<file path="src/otb_pkg.sv">
`timescale 1ns / 1ps
// Shared constants, types and unit interfaces of the threshold binarizer.
package otb_pkg;

   localparam int GRAY_W     = 5;
   localparam int LEVELS     = 1 << GRAY_W;
   localparam int PIXEL_W    = 16;
   localparam int MAX_PIXELS = 131072;

   // A bin or the pixel count must hold MAX_PIXELS itself.
   localparam int COUNT_W    = $clog2(MAX_PIXELS + 1);
   localparam int SUM_W      = COUNT_W + GRAY_W;
   localparam int DIV_STEP_W = $clog2(GRAY_W);

   // Shared multiplier: operand a carries up to count1*count2, operand b at most a count's width.
   // The widest product is count1*count2*(mean difference squared).
   localparam int MUL_A_W    = 2 * COUNT_W;
   localparam int MUL_B_W    = COUNT_W;
   localparam int PROD_W     = 2 * COUNT_W + 2 * GRAY_W;

   localparam logic [PIXEL_W-1:0] GRAY_MASK  = 16'h001F;
   localparam logic [PIXEL_W-1:0] BLACK_WORD = 16'h0000;
   localparam logic [PIXEL_W-1:0] WHITE_WORD = 16'hFFFF;

   localparam logic KIND_ACCUMULATE = 1'b0;
   localparam logic KIND_BINARIZE   = 1'b1;
   localparam logic RESULT_REPORT   = 1'b0;
   localparam logic RESULT_PIXEL    = 1'b1;

   typedef enum logic [3:0] {
      ST_IDLE,
      ST_LOAD,
      ST_SUMS,
      ST_DIV1,
      ST_DIV2,
      ST_SQR,
      ST_NPROD,
      ST_SCORE,
      ST_CMP,
      ST_REPORT
   } state_type;

   typedef struct packed {
      logic               start;
      logic [SUM_W-1:0]   num;
      logic [COUNT_W-1:0] den;
   } div_req_type;

   typedef struct packed {
      logic              done;
      logic [GRAY_W-1:0] quot;
   } div_rsp_type;

   typedef struct packed {
      logic [MUL_A_W-1:0] a;
      logic [MUL_B_W-1:0] b;
   } mul_op_type;

endpackage

</file>
<file path="src/otsu_threshold_binarizer_top.sv">
`timescale 1ns / 1ps
// Accumulate words are taken back to back while the output register can take a word.
// A binarize word shows its result in the cycle after acceptance, through an output register.
// A last accumulate word starts a search of 32 thresholds, each with two five-step
// divisions, and the report follows once the search is through.
// Synchronous reset clears the histogram valid bits, counters, flags and the sequencer.
module otsu_threshold_binarizer_top import otb_pkg::*; (
   input  logic               clock,
   input  logic               reset,
   input  logic               req_valid,
   output logic               req_stall,
   input  logic               req_kind,
   input  logic [PIXEL_W-1:0] req_pixel,
   input  logic               req_last,
   output logic               rsp_valid,
   input  logic               rsp_stall,
   output logic               rsp_result_kind,
   output logic [GRAY_W-1:0]  rsp_threshold,
   output logic [PIXEL_W-1:0] rsp_binary_pixel,
   output logic               rsp_frame_too_large
);

   state_type state_ff, state_in;

   // Frame totals and search registers.
   logic [COUNT_W-1:0]  count_ff, count_in;
   logic [SUM_W-1:0]    sum_ff, sum_in;
   logic                overflow_ff, overflow_in;
   logic [GRAY_W-1:0]   stored_thr_ff, stored_thr_in;
   logic [GRAY_W-1:0]   t_ff, t_in;
   logic [COUNT_W-1:0]  n1_ff, n1_in;
   logic [SUM_W-1:0]    s1_ff, s1_in;
   logic [GRAY_W-1:0]   m1_ff, m1_in;
   logic [GRAY_W-1:0]   m2_ff, m2_in;
   logic [2*GRAY_W-1:0] dd_ff, dd_in;
   logic [PROD_W-1:0]   best_ff, best_in;
   logic [GRAY_W-1:0]   best_t_ff, best_t_in;

   // Output register.
   logic               rsp_valid_ff, rsp_valid_in;
   logic               rsp_kind_ff, rsp_kind_in;
   logic [GRAY_W-1:0]  rsp_thr_ff, rsp_thr_in;
   logic [PIXEL_W-1:0] rsp_pix_ff, rsp_pix_in;
   logic               rsp_ftl_ff, rsp_ftl_in;

   logic               out_free;
   logic               req_fire;
   logic [PIXEL_W-1:0] gray_word;
   logic [GRAY_W-1:0]  gray;
   logic [GRAY_W-1:0]  diff;
   logic [COUNT_W-1:0] n2;

   logic               hist_clear;
   logic               hist_inc;
   logic [COUNT_W-1:0] hist_rd;

   mul_op_type         mul_op;
   logic [PROD_W-1:0]  mul_prod;
   div_req_type        div_req;
   div_rsp_type        div_rsp;

   otb_hist u_hist (
      .clock    (clock),
      .reset    (reset),
      .clear    (hist_clear),
      .inc_en   (hist_inc),
      .inc_addr (gray),
      .rd_addr  (t_ff),
      .rd_data  (hist_rd)
   );

   otb_mul u_mul (
      .clock (clock),
      .op    (mul_op),
      .prod  (mul_prod)
   );

   otb_div u_div (
      .clock (clock),
      .reset (reset),
      .req   (div_req),
      .rsp   (div_rsp)
   );

   // The output register can take a new word when it is empty or being drained.
   assign out_free  = !rsp_valid_ff || !rsp_stall;
   assign req_stall = (state_ff != ST_IDLE) || !out_free;
   assign req_fire  = req_valid && !req_stall;

   assign gray_word = req_pixel & GRAY_MASK;
   assign gray      = gray_word[GRAY_W-1:0];
   assign diff      = (m1_ff > m2_ff) ? (m1_ff - m2_ff) : (m2_ff - m1_ff);
   assign n2        = count_ff - n1_ff;

   // Next state.
   always_comb begin
      state_in = state_ff;
      case (state_ff)
         ST_IDLE: begin
            if (req_fire && (req_kind == KIND_ACCUMULATE) && req_last) begin
               state_in = ST_LOAD;
            end
         end
         ST_LOAD:  state_in = ST_SUMS;
         ST_SUMS:  state_in = ST_DIV1;
         ST_DIV1: begin
            if (div_rsp.done) begin
               state_in = ST_DIV2;
            end
         end
         ST_DIV2: begin
            if (div_rsp.done) begin
               state_in = ST_SQR;
            end
         end
         ST_SQR:   state_in = ST_NPROD;
         ST_NPROD: state_in = ST_SCORE;
         ST_SCORE: state_in = ST_CMP;
         ST_CMP: begin
            if (t_ff == GRAY_W'(LEVELS - 1)) begin
               state_in = ST_REPORT;
            end else begin
               state_in = ST_LOAD;
            end
         end
         ST_REPORT: begin
            if (out_free) begin
               state_in = ST_IDLE;
            end
         end
         default: state_in = ST_IDLE;
      endcase
   end

   // Datapath control and next register values.
   always_comb begin
      count_in      = count_ff;
      sum_in        = sum_ff;
      overflow_in   = overflow_ff;
      stored_thr_in = stored_thr_ff;
      t_in          = t_ff;
      n1_in         = n1_ff;
      s1_in         = s1_ff;
      m1_in         = m1_ff;
      m2_in         = m2_ff;
      dd_in         = dd_ff;
      best_in       = best_ff;
      best_t_in     = best_t_ff;
      rsp_valid_in  = rsp_valid_ff;
      rsp_kind_in   = rsp_kind_ff;
      rsp_thr_in    = rsp_thr_ff;
      rsp_pix_in    = rsp_pix_ff;
      rsp_ftl_in    = rsp_ftl_ff;
      hist_clear    = 1'b0;
      hist_inc      = 1'b0;
      mul_op        = '0;
      div_req       = '0;

      if (rsp_valid_ff && !rsp_stall) begin
         rsp_valid_in = 1'b0;
      end

      case (state_ff)
         ST_IDLE: begin
            if (req_fire) begin
               if (req_kind == KIND_BINARIZE) begin
                  rsp_valid_in = 1'b1;
                  rsp_kind_in  = RESULT_PIXEL;
                  rsp_thr_in   = stored_thr_ff;
                  rsp_pix_in   = (gray < stored_thr_ff) ? BLACK_WORD : WHITE_WORD;
                  rsp_ftl_in   = overflow_ff;
               end else begin
                  // Words past capacity are dropped and only flagged.
                  if (count_ff < COUNT_W'(MAX_PIXELS)) begin
                     hist_inc = 1'b1;
                     count_in = count_ff + 1'b1;
                     sum_in   = sum_ff + SUM_W'(gray);
                  end else begin
                     overflow_in = 1'b1;
                  end
                  if (req_last) begin
                     t_in      = '0;
                     n1_in     = '0;
                     s1_in     = '0;
                     best_in   = '0;
                     best_t_in = '0;
                  end
               end
            end
         end
         ST_LOAD: begin
            // Class 1 grows by bin t; its level sum picks up bin*t next cycle.
            n1_in    = n1_ff + hist_rd;
            mul_op.a = MUL_A_W'(hist_rd);
            mul_op.b = MUL_B_W'(t_ff);
         end
         ST_SUMS: begin
            s1_in         = s1_ff + mul_prod[SUM_W-1:0];
            div_req.start = 1'b1;
            div_req.num   = s1_in;
            div_req.den   = n1_ff;
         end
         ST_DIV1: begin
            if (div_rsp.done) begin
               m1_in         = div_rsp.quot;
               div_req.start = 1'b1;
               div_req.num   = sum_ff - s1_ff;
               div_req.den   = n2;
            end
         end
         ST_DIV2: begin
            if (div_rsp.done) begin
               m2_in = div_rsp.quot;
            end
         end
         ST_SQR: begin
            mul_op.a = MUL_A_W'(diff);
            mul_op.b = MUL_B_W'(diff);
         end
         ST_NPROD: begin
            dd_in    = mul_prod[2*GRAY_W-1:0];
            mul_op.a = MUL_A_W'(n1_ff);
            mul_op.b = n2;
         end
         ST_SCORE: begin
            mul_op.a = mul_prod[MUL_A_W-1:0];
            mul_op.b = MUL_B_W'(dd_ff);
         end
         ST_CMP: begin
            // Only a strictly larger score moves the choice, so the first maximum wins.
            if (mul_prod > best_ff) begin
               best_in   = mul_prod;
               best_t_in = t_ff;
            end
            t_in = t_ff + 1'b1;
         end
         ST_REPORT: begin
            if (out_free) begin
               rsp_valid_in  = 1'b1;
               rsp_kind_in   = RESULT_REPORT;
               rsp_thr_in    = best_t_ff;
               rsp_pix_in    = BLACK_WORD;
               rsp_ftl_in    = overflow_ff;
               stored_thr_in = best_t_ff;
               count_in      = '0;
               sum_in        = '0;
               overflow_in   = 1'b0;
               hist_clear    = 1'b1;
            end
         end
         default: begin
         end
      endcase
   end

   always_ff @(posedge clock) begin
      if (reset) begin
         state_ff      <= ST_IDLE;
         count_ff      <= '0;
         sum_ff        <= '0;
         overflow_ff   <= 1'b0;
         stored_thr_ff <= '0;
         rsp_valid_ff  <= 1'b0;
      end else begin
         state_ff      <= state_in;
         count_ff      <= count_in;
         sum_ff        <= sum_in;
         overflow_ff   <= overflow_in;
         stored_thr_ff <= stored_thr_in;
         rsp_valid_ff  <= rsp_valid_in;
      end
   end

   always_ff @(posedge clock) begin
      t_ff        <= t_in;
      n1_ff       <= n1_in;
      s1_ff       <= s1_in;
      m1_ff       <= m1_in;
      m2_ff       <= m2_in;
      dd_ff       <= dd_in;
      best_ff     <= best_in;
      best_t_ff   <= best_t_in;
      rsp_kind_ff <= rsp_kind_in;
      rsp_thr_ff  <= rsp_thr_in;
      rsp_pix_ff  <= rsp_pix_in;
      rsp_ftl_ff  <= rsp_ftl_in;
   end

   assign rsp_valid           = rsp_valid_ff;
   assign rsp_result_kind     = rsp_kind_ff;
   assign rsp_threshold       = rsp_thr_ff;
   assign rsp_binary_pixel    = rsp_pix_ff;
   assign rsp_frame_too_large = rsp_ftl_ff;

endmodule

</file>
<file path="src/otb_hist.sv">
`timescale 1ns / 1ps
// Gray-level histogram with per-bin valid bits, so a clear empties every bin at once.
module otb_hist import otb_pkg::*; (
   input  logic               clock,
   input  logic               reset,
   input  logic               clear,
   input  logic               inc_en,
   input  logic [GRAY_W-1:0]  inc_addr,
   input  logic [GRAY_W-1:0]  rd_addr,
   output logic [COUNT_W-1:0] rd_data
);

   logic [LEVELS-1:0]  valid_ff;
   logic [LEVELS-1:0]  valid_in;
   logic [COUNT_W-1:0] count_ff [LEVELS];
   logic [COUNT_W-1:0] count_in;
   logic [GRAY_W-1:0]  addr;
   logic [COUNT_W-1:0] cur;

   // The increment and the search never run in the same cycle, so one port serves both.
   assign addr    = inc_en ? inc_addr : rd_addr;
   assign cur     = valid_ff[addr] ? count_ff[addr] : '0;
   assign rd_data = cur;
   assign count_in = cur + 1'b1;

   always_comb begin
      valid_in = valid_ff;
      if (clear) begin
         valid_in = '0;
      end else if (inc_en) begin
         valid_in[addr] = 1'b1;
      end
   end

   always_ff @(posedge clock) begin
      if (reset) begin
         valid_ff <= '0;
      end else begin
         valid_ff <= valid_in;
      end
   end

   always_ff @(posedge clock) begin
      if (inc_en) begin
         count_ff[addr] <= count_in;
      end
   end

endmodule

</file>
<file path="src/otb_mul.sv">
`timescale 1ns / 1ps
// Shared multiplier with a registered product.
module otb_mul import otb_pkg::*; (
   input  logic              clock,
   input  mul_op_type        op,
   output logic [PROD_W-1:0] prod
);

   logic [MUL_A_W+MUL_B_W-1:0] full;
   logic [PROD_W-1:0]          prod_ff;
   logic [PROD_W-1:0]          prod_in;

   assign full    = op.a * op.b;
   // Every product the sequencer forms fits in PROD_W bits.
   assign prod_in = full[PROD_W-1:0];
   assign prod    = prod_ff;

   always_ff @(posedge clock) begin
      prod_ff <= prod_in;
   end

endmodule

</file>
<file path="src/otb_div.sv">
`timescale 1ns / 1ps
// Restoring divider that yields a class mean, one quotient bit per cycle.
module otb_div import otb_pkg::*; (
   input  logic        clock,
   input  logic        reset,
   input  div_req_type req,
   output div_rsp_type rsp
);

   logic [SUM_W-1:0]      rem_ff, rem_in;
   logic [COUNT_W-1:0]    den_ff, den_in;
   logic [GRAY_W-1:0]     q_ff, q_in;
   logic [DIV_STEP_W-1:0] step_ff, step_in;
   logic                  run_ff, run_in;
   logic                  done_ff, done_in;
   logic [SUM_W-1:0]      den_sh;

   // A class mean never exceeds the top gray level, so GRAY_W quotient bits suffice.
   assign den_sh = {{(SUM_W-COUNT_W){1'b0}}, den_ff} << step_ff;

   always_comb begin
      rem_in  = rem_ff;
      den_in  = den_ff;
      q_in    = q_ff;
      step_in = step_ff;
      run_in  = run_ff;
      done_in = 1'b0;
      if (req.start) begin
         rem_in  = req.num;
         den_in  = req.den;
         q_in    = '0;
         step_in = DIV_STEP_W'(GRAY_W - 1);
         run_in  = 1'b1;
      end else if (run_ff) begin
         if (rem_ff >= den_sh) begin
            rem_in        = rem_ff - den_sh;
            q_in[step_ff] = 1'b1;
         end
         if (step_ff == '0) begin
            run_in  = 1'b0;
            done_in = 1'b1;
         end else begin
            step_in = step_ff - 1'b1;
         end
      end
   end

   always_ff @(posedge clock) begin
      if (reset) begin
         run_ff  <= 1'b0;
         done_ff <= 1'b0;
      end else begin
         run_ff  <= run_in;
         done_ff <= done_in;
      end
   end

   always_ff @(posedge clock) begin
      rem_ff  <= rem_in;
      den_ff  <= den_in;
      q_ff    <= q_in;
      step_ff <= step_in;
   end

   // An empty class has mean zero.
   assign rsp.done = done_ff;
   assign rsp.quot = (den_ff == '0) ? '0 : q_ff;

endmodule

</file>
<file path="config.mk">
export PLATFORM = sky130hd
export DESIGN_NAME = otsu_threshold_binarizer_top
export DESIGN_NICKNAME = d
export VERILOG_FILES = /design/src/otb_pkg.sv /design/src/otsu_threshold_binarizer_top.sv /design/src/otb_hist.sv /design/src/otb_mul.sv /design/src/otb_div.sv
export SDC_FILE = /design/constraint.sdc
export NUM_CORES = 2
export LEC_CHECK = 0
export ABC_AREA = 1
export BUFFER_PORTS_ARGS = -buffer_cell sky130_fd_sc_hd__buf_4
export CAP_MARGIN = 20
export CORE_AREA = 2 2 228 454
export CTS_CLUSTER_SIZE = 24
export DETAILED_ROUTE_END_ITERATION = 8
export DIE_AREA = 0 0 230 456
export PLACE_DENSITY = 0.81
export SLEW_MARGIN = 30
export SYNTH_ARGS = -nofsm -noshare
export SYNTH_HDL_FRONTEND = slang
export SYNTH_SLANG_ARGS = --single-unit
</file>
<file path="constraint.sdc">
create_clock -name clock -period 9.9 [get_ports clock]
set_input_delay 0.495 -clock clock [delete_from_list [all_inputs] [get_ports clock]]
set_output_delay 0.495 -clock clock [all_outputs]
set_load 0.01 [all_outputs]
</file>
== After elaboration in Yosys (flattened, before gate mapping) ==
Memories as Yosys holds them, arrays and structs flattened.
Index checks and enable logic that the tools add are counted.

* Word-level logic and storage cells: 203
* Input bits: 22
* ROM bits: 0
* Register bits after elaboration: 321
* Memories kept: 1
* Output and inout bits: 25
* Bits in latches: 0
* Memory bits (writable): 576

* Multipliers: 1
* Reductions and logical operators: 38
* Mux-type cells: 89
* Shift-type cells: 1
* Add/sub/neg operators: 12
* Order comparisons: 9
* Bitwise gates (word level): 5
* Equal/unequal tests: 21
* Divide/modulo/power cells: 0

{| class="wikitable"
|+ Memory list
! name !! words !! bits a word !! read ports !! clocked after memory_dff !! wr ports !! RTL line !! RTL
|-
| u_hist.count_ff || 32 || 18 || 1 || 0 || 1 || otb_hist.sv:15 || <nowiki>logic [COUNT_W-1:0] count_ff [LEVELS];</nowiki>
|}

{| class="wikitable"
|+ Operators by type and width
! operator !! count
|-
| two-way mux 23 bit || 10
|-
| case mux 54 bit (4 select lines) || 1
|-
| two-way mux 46 bit || 4
|-
| two-way mux 18 bit || 8
|-
| case mux 23 bit (2 select lines) || 2
|-
| case mux 46 bit (2 select lines) || 1
|-
| case mux 42 bit (2 select lines) || 1
|-
| case mux 18 bit (2 select lines) || 2
|-
| two-way mux 16 bit || 4
|-
| two-way mux 5 bit || 10
|-
| > comparator 46 bit || 1
|-
| multiplier 36 x 18 -> 46 bit || 1
|-
| subtractor 23 bit || 2
|-
| two-way mux 42 bit || 1
|-
| case mux 4 bit (10 select lines) || 1
|-
| adder 18 x 1 -> 18 bit (second input constant) || 2
|-
| OR 32 bit || 1
|-
| case mux 16 bit (2 select lines) || 1
|-
| case mux 5 bit (2 select lines) || 3
|-
| two-way mux 1 bit || 28
|-
| adder 23 bit || 1
|-
| adder 23 x 5 -> 23 bit || 1
|-
| greater-or-equal comparator 23 bit || 1
|-
| << shifter 18 x 3 -> 23 bit || 1
|-
| 39 further kinds || 88
|}

== Longest topological paths before layout ==
* Depth in word-level cells: 14
* Depth in mapped cells: 49

== Modules after synthesis ==
A second synthesis with hierarchy kept.

* Cells, all modules: 8227
* Area total of the unflattened synthesis: 66329.9 um^2

{| class="wikitable"
|+ Modules (own cells, without submodules)
! module !! cells an instance !! instances !! seq. area each (um^2) !! area an instance (um^2)
|-
| otb_hist || 2702 || 1 || 17937.2 || 26520.4
|-
| otb_mul || 2817 || 1 || 920.9 || 21000.1
|-
| otsu_threshold_binarizer_top || 2112 || 1 || 4794.6 || 14682.8
|-
| otb_div || 596 || 1 || 1431.4 || 4126.5
|}

== Worst setup path after synthesis ==
Ideal clock, no wire load.

* Path type: input port to flip-flop
* Start: input port req_kind
* End: register u_mul.prod_ff[36] (netlist: u_mul.prod[36])
* Path slack: 2213 ps
* Stages on the path: 40
* Arrival time: 7568 ps
* Data required time: 9781 ps
* Cell sequence: nor2_1 > nand3_4 > o21ai_1 > buf_4 > buf_2 > clkbuf_1 > o21ai_1 > nand2_1 > nand2_1 > nand2_1 > nor2_1 > nand2_1 > nor2_4 > nand2_1 > nand2_1 > inv_1 > nor2_1 > fa_1 > (+4 left out) > inv_1 > fa_1 > inv_1 > fa_1 > inv_1 > ha_1 > nand2_1 > nor2_1 > o21ai_0 > o211ai_1 > nor2_1 > o21ai_0 > a21boi_0 > o21ai_0 > nand2_1 > nand2_1 > a21oi_1 > xnor2_1

* Longest elaborated chain between the ends: 9
* Elaborated cells on any way between the ends: 10
* Those cells by class: mul: 1; mux: 8; memory: 1

{| class="wikitable"
|+ Ends and longest elaborated chain
! what !! RTL line !! RTL
|-
| from (decl) || otsu_threshold_binarizer_top.sv:12 || <nowiki>input logic req_kind,</nowiki>
|-
| two-way mux 1 bit (*) || otsu_threshold_binarizer_top.sv:166 || <nowiki>if (req_kind == KIND_BINARIZE) begin</nowiki>
|-
| two-way mux 1 bit (*) || otsu_threshold_binarizer_top.sv:165 || <nowiki>if (req_fire) begin</nowiki>
|-
| two-way mux 1 bit (*) || otsu_threshold_binarizer_top.sv:163 || <nowiki>case (state_ff)</nowiki>
|-
| two-way mux 5 bit (*) || otb_hist.sv:21 || <nowiki>assign addr = inc_en ? inc_addr : rd_addr;</nowiki>
|-
| binary-select mux 1 bit (select 5 bit) || otb_hist.sv:22 || <nowiki>assign cur = valid_ff[addr] ? count_ff[addr] : '0;</nowiki>
|-
| two-way mux 1 bit (implied by the code) || otb_hist.sv:22 ||
|-
| two-way mux 18 bit (*) || otb_hist.sv:22 ||
|-
| case mux 54 bit (4 select lines) (*) || otsu_threshold_binarizer_top.sv:163 ||
|-
| multiplier 36 x 18 -> 46 bit (*) || otb_mul.sv:13 || <nowiki>assign full = op.a * op.b;</nowiki>
|-
| via u_mul.full[36] || otb_mul.sv:9 || <nowiki>logic [MUL_A_W+MUL_B_W-1:0] full;</nowiki>
|-
| to (signal assigned) || otb_mul.sv:19 || <nowiki>prod_ff <= prod_in;</nowiki>
|-
| to (decl) || otb_mul.sv:10 || <nowiki>logic [PROD_W-1:0] prod_ff;</nowiki>
|}

Mark *: on every way through the listed nets, which the timed path passes. The rest lies on a longest branch. The select of a mux whose other input is x is not followed.
A chain may end at the register's enable or synchronous reset.

== Worst setup path in the final report ==
* Start: register state_ff[3]
* End: register u_mul.prod_ff[42] (netlist: u_mul.prod[42])

* Longest elaborated chain between the ends: 12
* Elaborated cells on any way between the ends: 18
* Those cells by class: mul: 1; eq/ne: 4; mux: 7; reduce/logical: 5; memory: 1

{| class="wikitable"
|+ Ends and longest elaborated chain
! what !! RTL line !! RTL
|-
| from (decl) || otsu_threshold_binarizer_top.sv:23 || <nowiki>state_type state_ff, state_in;</nowiki>
|-
| from (signal assigned) || otsu_threshold_binarizer_top.sv:265 || <nowiki>state_ff <= state_in;</nowiki>
|-
| nonzero test 4 bit || otsu_threshold_binarizer_top.sv:87 || <nowiki>assign req_stall = (state_ff != ST_IDLE) || !out_free;</nowiki>
|-
| logical OR 1 bit || otsu_threshold_binarizer_top.sv:87 ||
|-
| logical NOT 1 bit || otsu_threshold_binarizer_top.sv:88 || <nowiki>assign req_fire = req_valid && !req_stall;</nowiki>
|-
| logical AND 1 bit || otsu_threshold_binarizer_top.sv:88 ||
|-
| two-way mux 1 bit || otsu_threshold_binarizer_top.sv:165 ||
|-
| two-way mux 1 bit || otsu_threshold_binarizer_top.sv:163 ||
|-
| two-way mux 5 bit || otb_hist.sv:21 ||
|-
| binary-select mux 1 bit (select 5 bit) || otb_hist.sv:22 ||
|-
| two-way mux 1 bit (implied by the code) || otb_hist.sv:22 ||
|-
| two-way mux 18 bit || otb_hist.sv:22 ||
|-
| case mux 54 bit (4 select lines) (*) || otsu_threshold_binarizer_top.sv:163 ||
|-
| multiplier 36 x 18 -> 46 bit (*) || otb_mul.sv:13 ||
|-
| via u_mul.full[42] || otb_mul.sv:9 ||
|}

Marked as above.

==> key figures <==
Timing
  • Fin worst setup slack: between 0.3 and 0.4 ns
  • Max-slew headroom: 26.9%
  • Final Hold Vio Count: 0
  • Setup Skew: 0.0365 ns
  • Final worst path period share: 96.6%
  • Hold Slack: 0.103 ns
  • Final setup viols: 0
  • Min cycle time layout: 9.56 ns
  • Fmax: roughly 100 MHz
  • Slew Limit Fails: 0
  • Worst slew pin tran: 1.09 ns
  • Fin Setup TNS: 0 ns

Clock network
  • Clock transition at the registers of the reported paths: about 0.080 ns
  • H-tree Lvls: 3
  • TritonCTS Buffers: 75
  • CTS max path bufs: 3
  • Clock latency at the later pin of the worst-skew pair: 0.71 ns
  • Hold_buf cts: 0
  • Sinks on the clock net: 882
  • Root Driver: clkbuf_16
  • CTS tree: built

Drt
  • Vias: 50,400
  • Antenna Violating Nets Remaining: 0
  • Routed vias/inst: about 5.7
  • DRT iter0 DRCs: about 4,100
  • DR WL/cell: 22.3 um
  • Detailed Route WL: between 150,000 and 200,000 um
  • Met3 wire length: between 10,000 and 15,000 um
  • # DRC: 2
  • Drt first pass iters: 9
  • Met2 WL: 99,500 um
  • Met1 wire length: 55,200 um
  • Top Layer Used: met5

Yosys
  • Post-synth EDFFs: 742
  • Synth warnings: 0
  • Cell variety after synth: 60
  • Avg Inst Size Synth: 8.68 um^2
  • Most numerous cell in the Yosys netlist: nand2_1
  • Top post-synthesis cells by area: edfxtp_1, fa_1, nand2_1
  • Top_reg_cell synth: edfxtp_1
  • Top-area cell type share of the netlist area: 35.7%
  • Gate Count Post-Synth: approximately 7,200
  • Post-Syn Area: 0.0624 mm^2
  • Yosys top cell by area: edfxtp_1
  • Async set or reset register ratio after synthesis: 0%
  • Synth top cells by count: nand2_1, inv_1, edfxtp_1, nor2_1, fa_1
  • Sequential share of the synthesized area: between 40% and 50%
  • Seq cells post-synth: 882

Die
  • Die Wd: 230 um
  • Die area: 0.105 mm^2
  • Core Area: a little over 0.1 mm^2
  • Num ports: 47
  • Die Span Y: 456 um
  • Cell Rows: between 150 and 200
  • Starting Density: between 60% and 70%

Placed design
  • GPL Wtd Cong: around 1.0
  • Final HPWL DP: about 150,000 um
  • # port buffers: 35
  • Pre-CTS setup slack: 0.372 ns

Power
  • Leakage: 32.1 nW
  • Total power: 20.8 mW
  • Cell area power density: about 300 mW/mm^2
  • VDD IR max: 300 uV

Critical path
  • Slowest stage delay, CP: around 0.59 ns
  • Worst path most repeated cell: inv_1
  • Crit path kind: reg -> reg
  • Max FO, Critical Path: 72
  • Worst Path Required: 10.51 ns
  • Critical path's slowest cell: fa_1
  • CP Launch Type: flip-flop
  • CP endpoint kind: flip-flop
  • Arrival time worst endpoint: about 10 ns

Cells and area
  • Final net count: 8,214
  • Layout area overhead: 9.68%
  • Share of cells above drive strength 1: 7.02%
  • Fin util: 67.6%

Global route
  • Largest net degree at the start of global routing: 73
  • GR Util All Layers: 37.8%
  • GRT Residual Overflow: 0
  • First-pass GRT wire length: 293,000 um
  • Vias in the first global route: 52,600
  • Initial antenna violation count: 9

Run status
  • Status: complete, but fails checks
  • Violated checks: design-rule violations

Job
  • Max-cap viol count: 0

Hold path
  • Worst min-delay path class: in -> reg
worst max-delay path, delay by kind of cell (launching register included):
kind,cells,cell delay [ns]
AOI/OAI and AO/OA,8,1.64
adders and majority gates,7,3.43
xor gates and xnor gates,1,0.20
DFF,1,0.41
and+or+nand+nor,14,2.09
buffers and inverters,10,1.58
area by class of cell:
type                            instances  area, um^2
Clock inverter                         40         457
Tap cell                             1336        1670
Fill cell                            7781       32700
Clock buffer                           97        2030
Antenna cell                            3        7.51
Inverter                             1468        5520
Sequential cell                       882       25100
Timing Repair Buffer                  256        2080
Multi-Input combinational cell       4719       31600
cell families (layout without fill, tap and decap cells):
family,count (synthesis),count (layout),synth area share (%)
and+or+nand+nor,2962,2966,18.8
other,2,111,0.0120
xor gates and xnor gates,105,105,1.47
adders and majority gates,790,790,22.2
DFF,882,882,40.2
AOI/OAI and AO/OA,746,746,6.58
buffers and inverters,1698,1861,10.6
muxes,4,4,0.0642
per-layer routing:
metal / vias to the layer above / track usage [%]
met4: 12 / 42.4
met1: 24000 / 33.5
met5: - / 0
li1: 22600 / -
met2: 2634 / 66.8
met3: 1202 / 7.03
timing repair:
item,4_1_cts,5_1_grt
setup buffers,0,3
gates resized for setup,0,19
endpoints found under the setup margin,0,22
where the power goes:
| part | internal, mW | switching (mW) |
|---|---|---|
| clock network | 1.61 | 1.44 |
| registers | 5.96 | 0.337 |
| logic | 3.23 | 8.20 |
| total | 10.8 | 9.98 |
final timing paths:
kind / startpoint / end / slack, ns / depth (start not counted)
worst min register to register: u_hist.valid_ff[6] / u_hist.valid_ff[6] / 0.47 / 2
worst max-delay path: state_ff[3] / u_mul.prod[42] / 0.34 / 40
worst max register to register: state_ff[3] / u_mul.prod[42] / 0.34 / 40
worst min-delay path: reset / sum_ff[1] / 0.10 / 2
through the flow:
step	instance area (um^2)	cells
global placement	65700	8653
detailed placement	65700	8653
floorplan	62800	7295
global route	68400	8799
finish	68400	8801
CTS	68200	8790
flip-flops by register name, indices dropped and copies added (netlist names), 3 cells and up:
register and count:
u_div.step_ff 3, s1_ff 23, rsp_threshold 5, u_hist.count_ff 576
stored_thr_ff 5, u_div.q_ff 5, m2_ff 5, t_ff 5
u_div.rem_ff 23, u_hist.valid_ff 32, dd_ff 10, state_ff 4
m1_ff 5, n1_ff 18, u_div.den_ff 18, best_t_ff 5
best_ff 46, sum_ff 23, u_mul.prod 46, count_ff 18
placed cells by master (no fill, tap or decap), drive strengths merged, types with 3 or more instances in the layout:
cell	netlist	routed
nor3	48	48
clkinvlp	0	4
fa	526	526
buf	128	256
a211oi	8	8
or2	16	16
o21a	12	12
nor2	678	678
nand2	2028	2032
a21boi	5	5
a21oi	259	259
xor2	60	60
a21o	7	7
nand3b	3	3
bufinv	0	5
o31ai	3	3
o22ai	35	35
o21ai	339	339
xnor2	45	45
clkbuf	102	97
edfxtp	742	742
o21bai	6	6
dfxtp	140	140
o2111ai	5	5
a31oi	24	24
conb	2	108
nor4	15	15
o221ai	20	20
diode	0	3
a221oi	5	5
mux2i	4	4
nand4	40	40
nand3	130	130
clkinv	6	36
inv	1462	1463
o211ai	11	11
ha	264	264
Note: power is estimated with default switching activity, not from simulation.
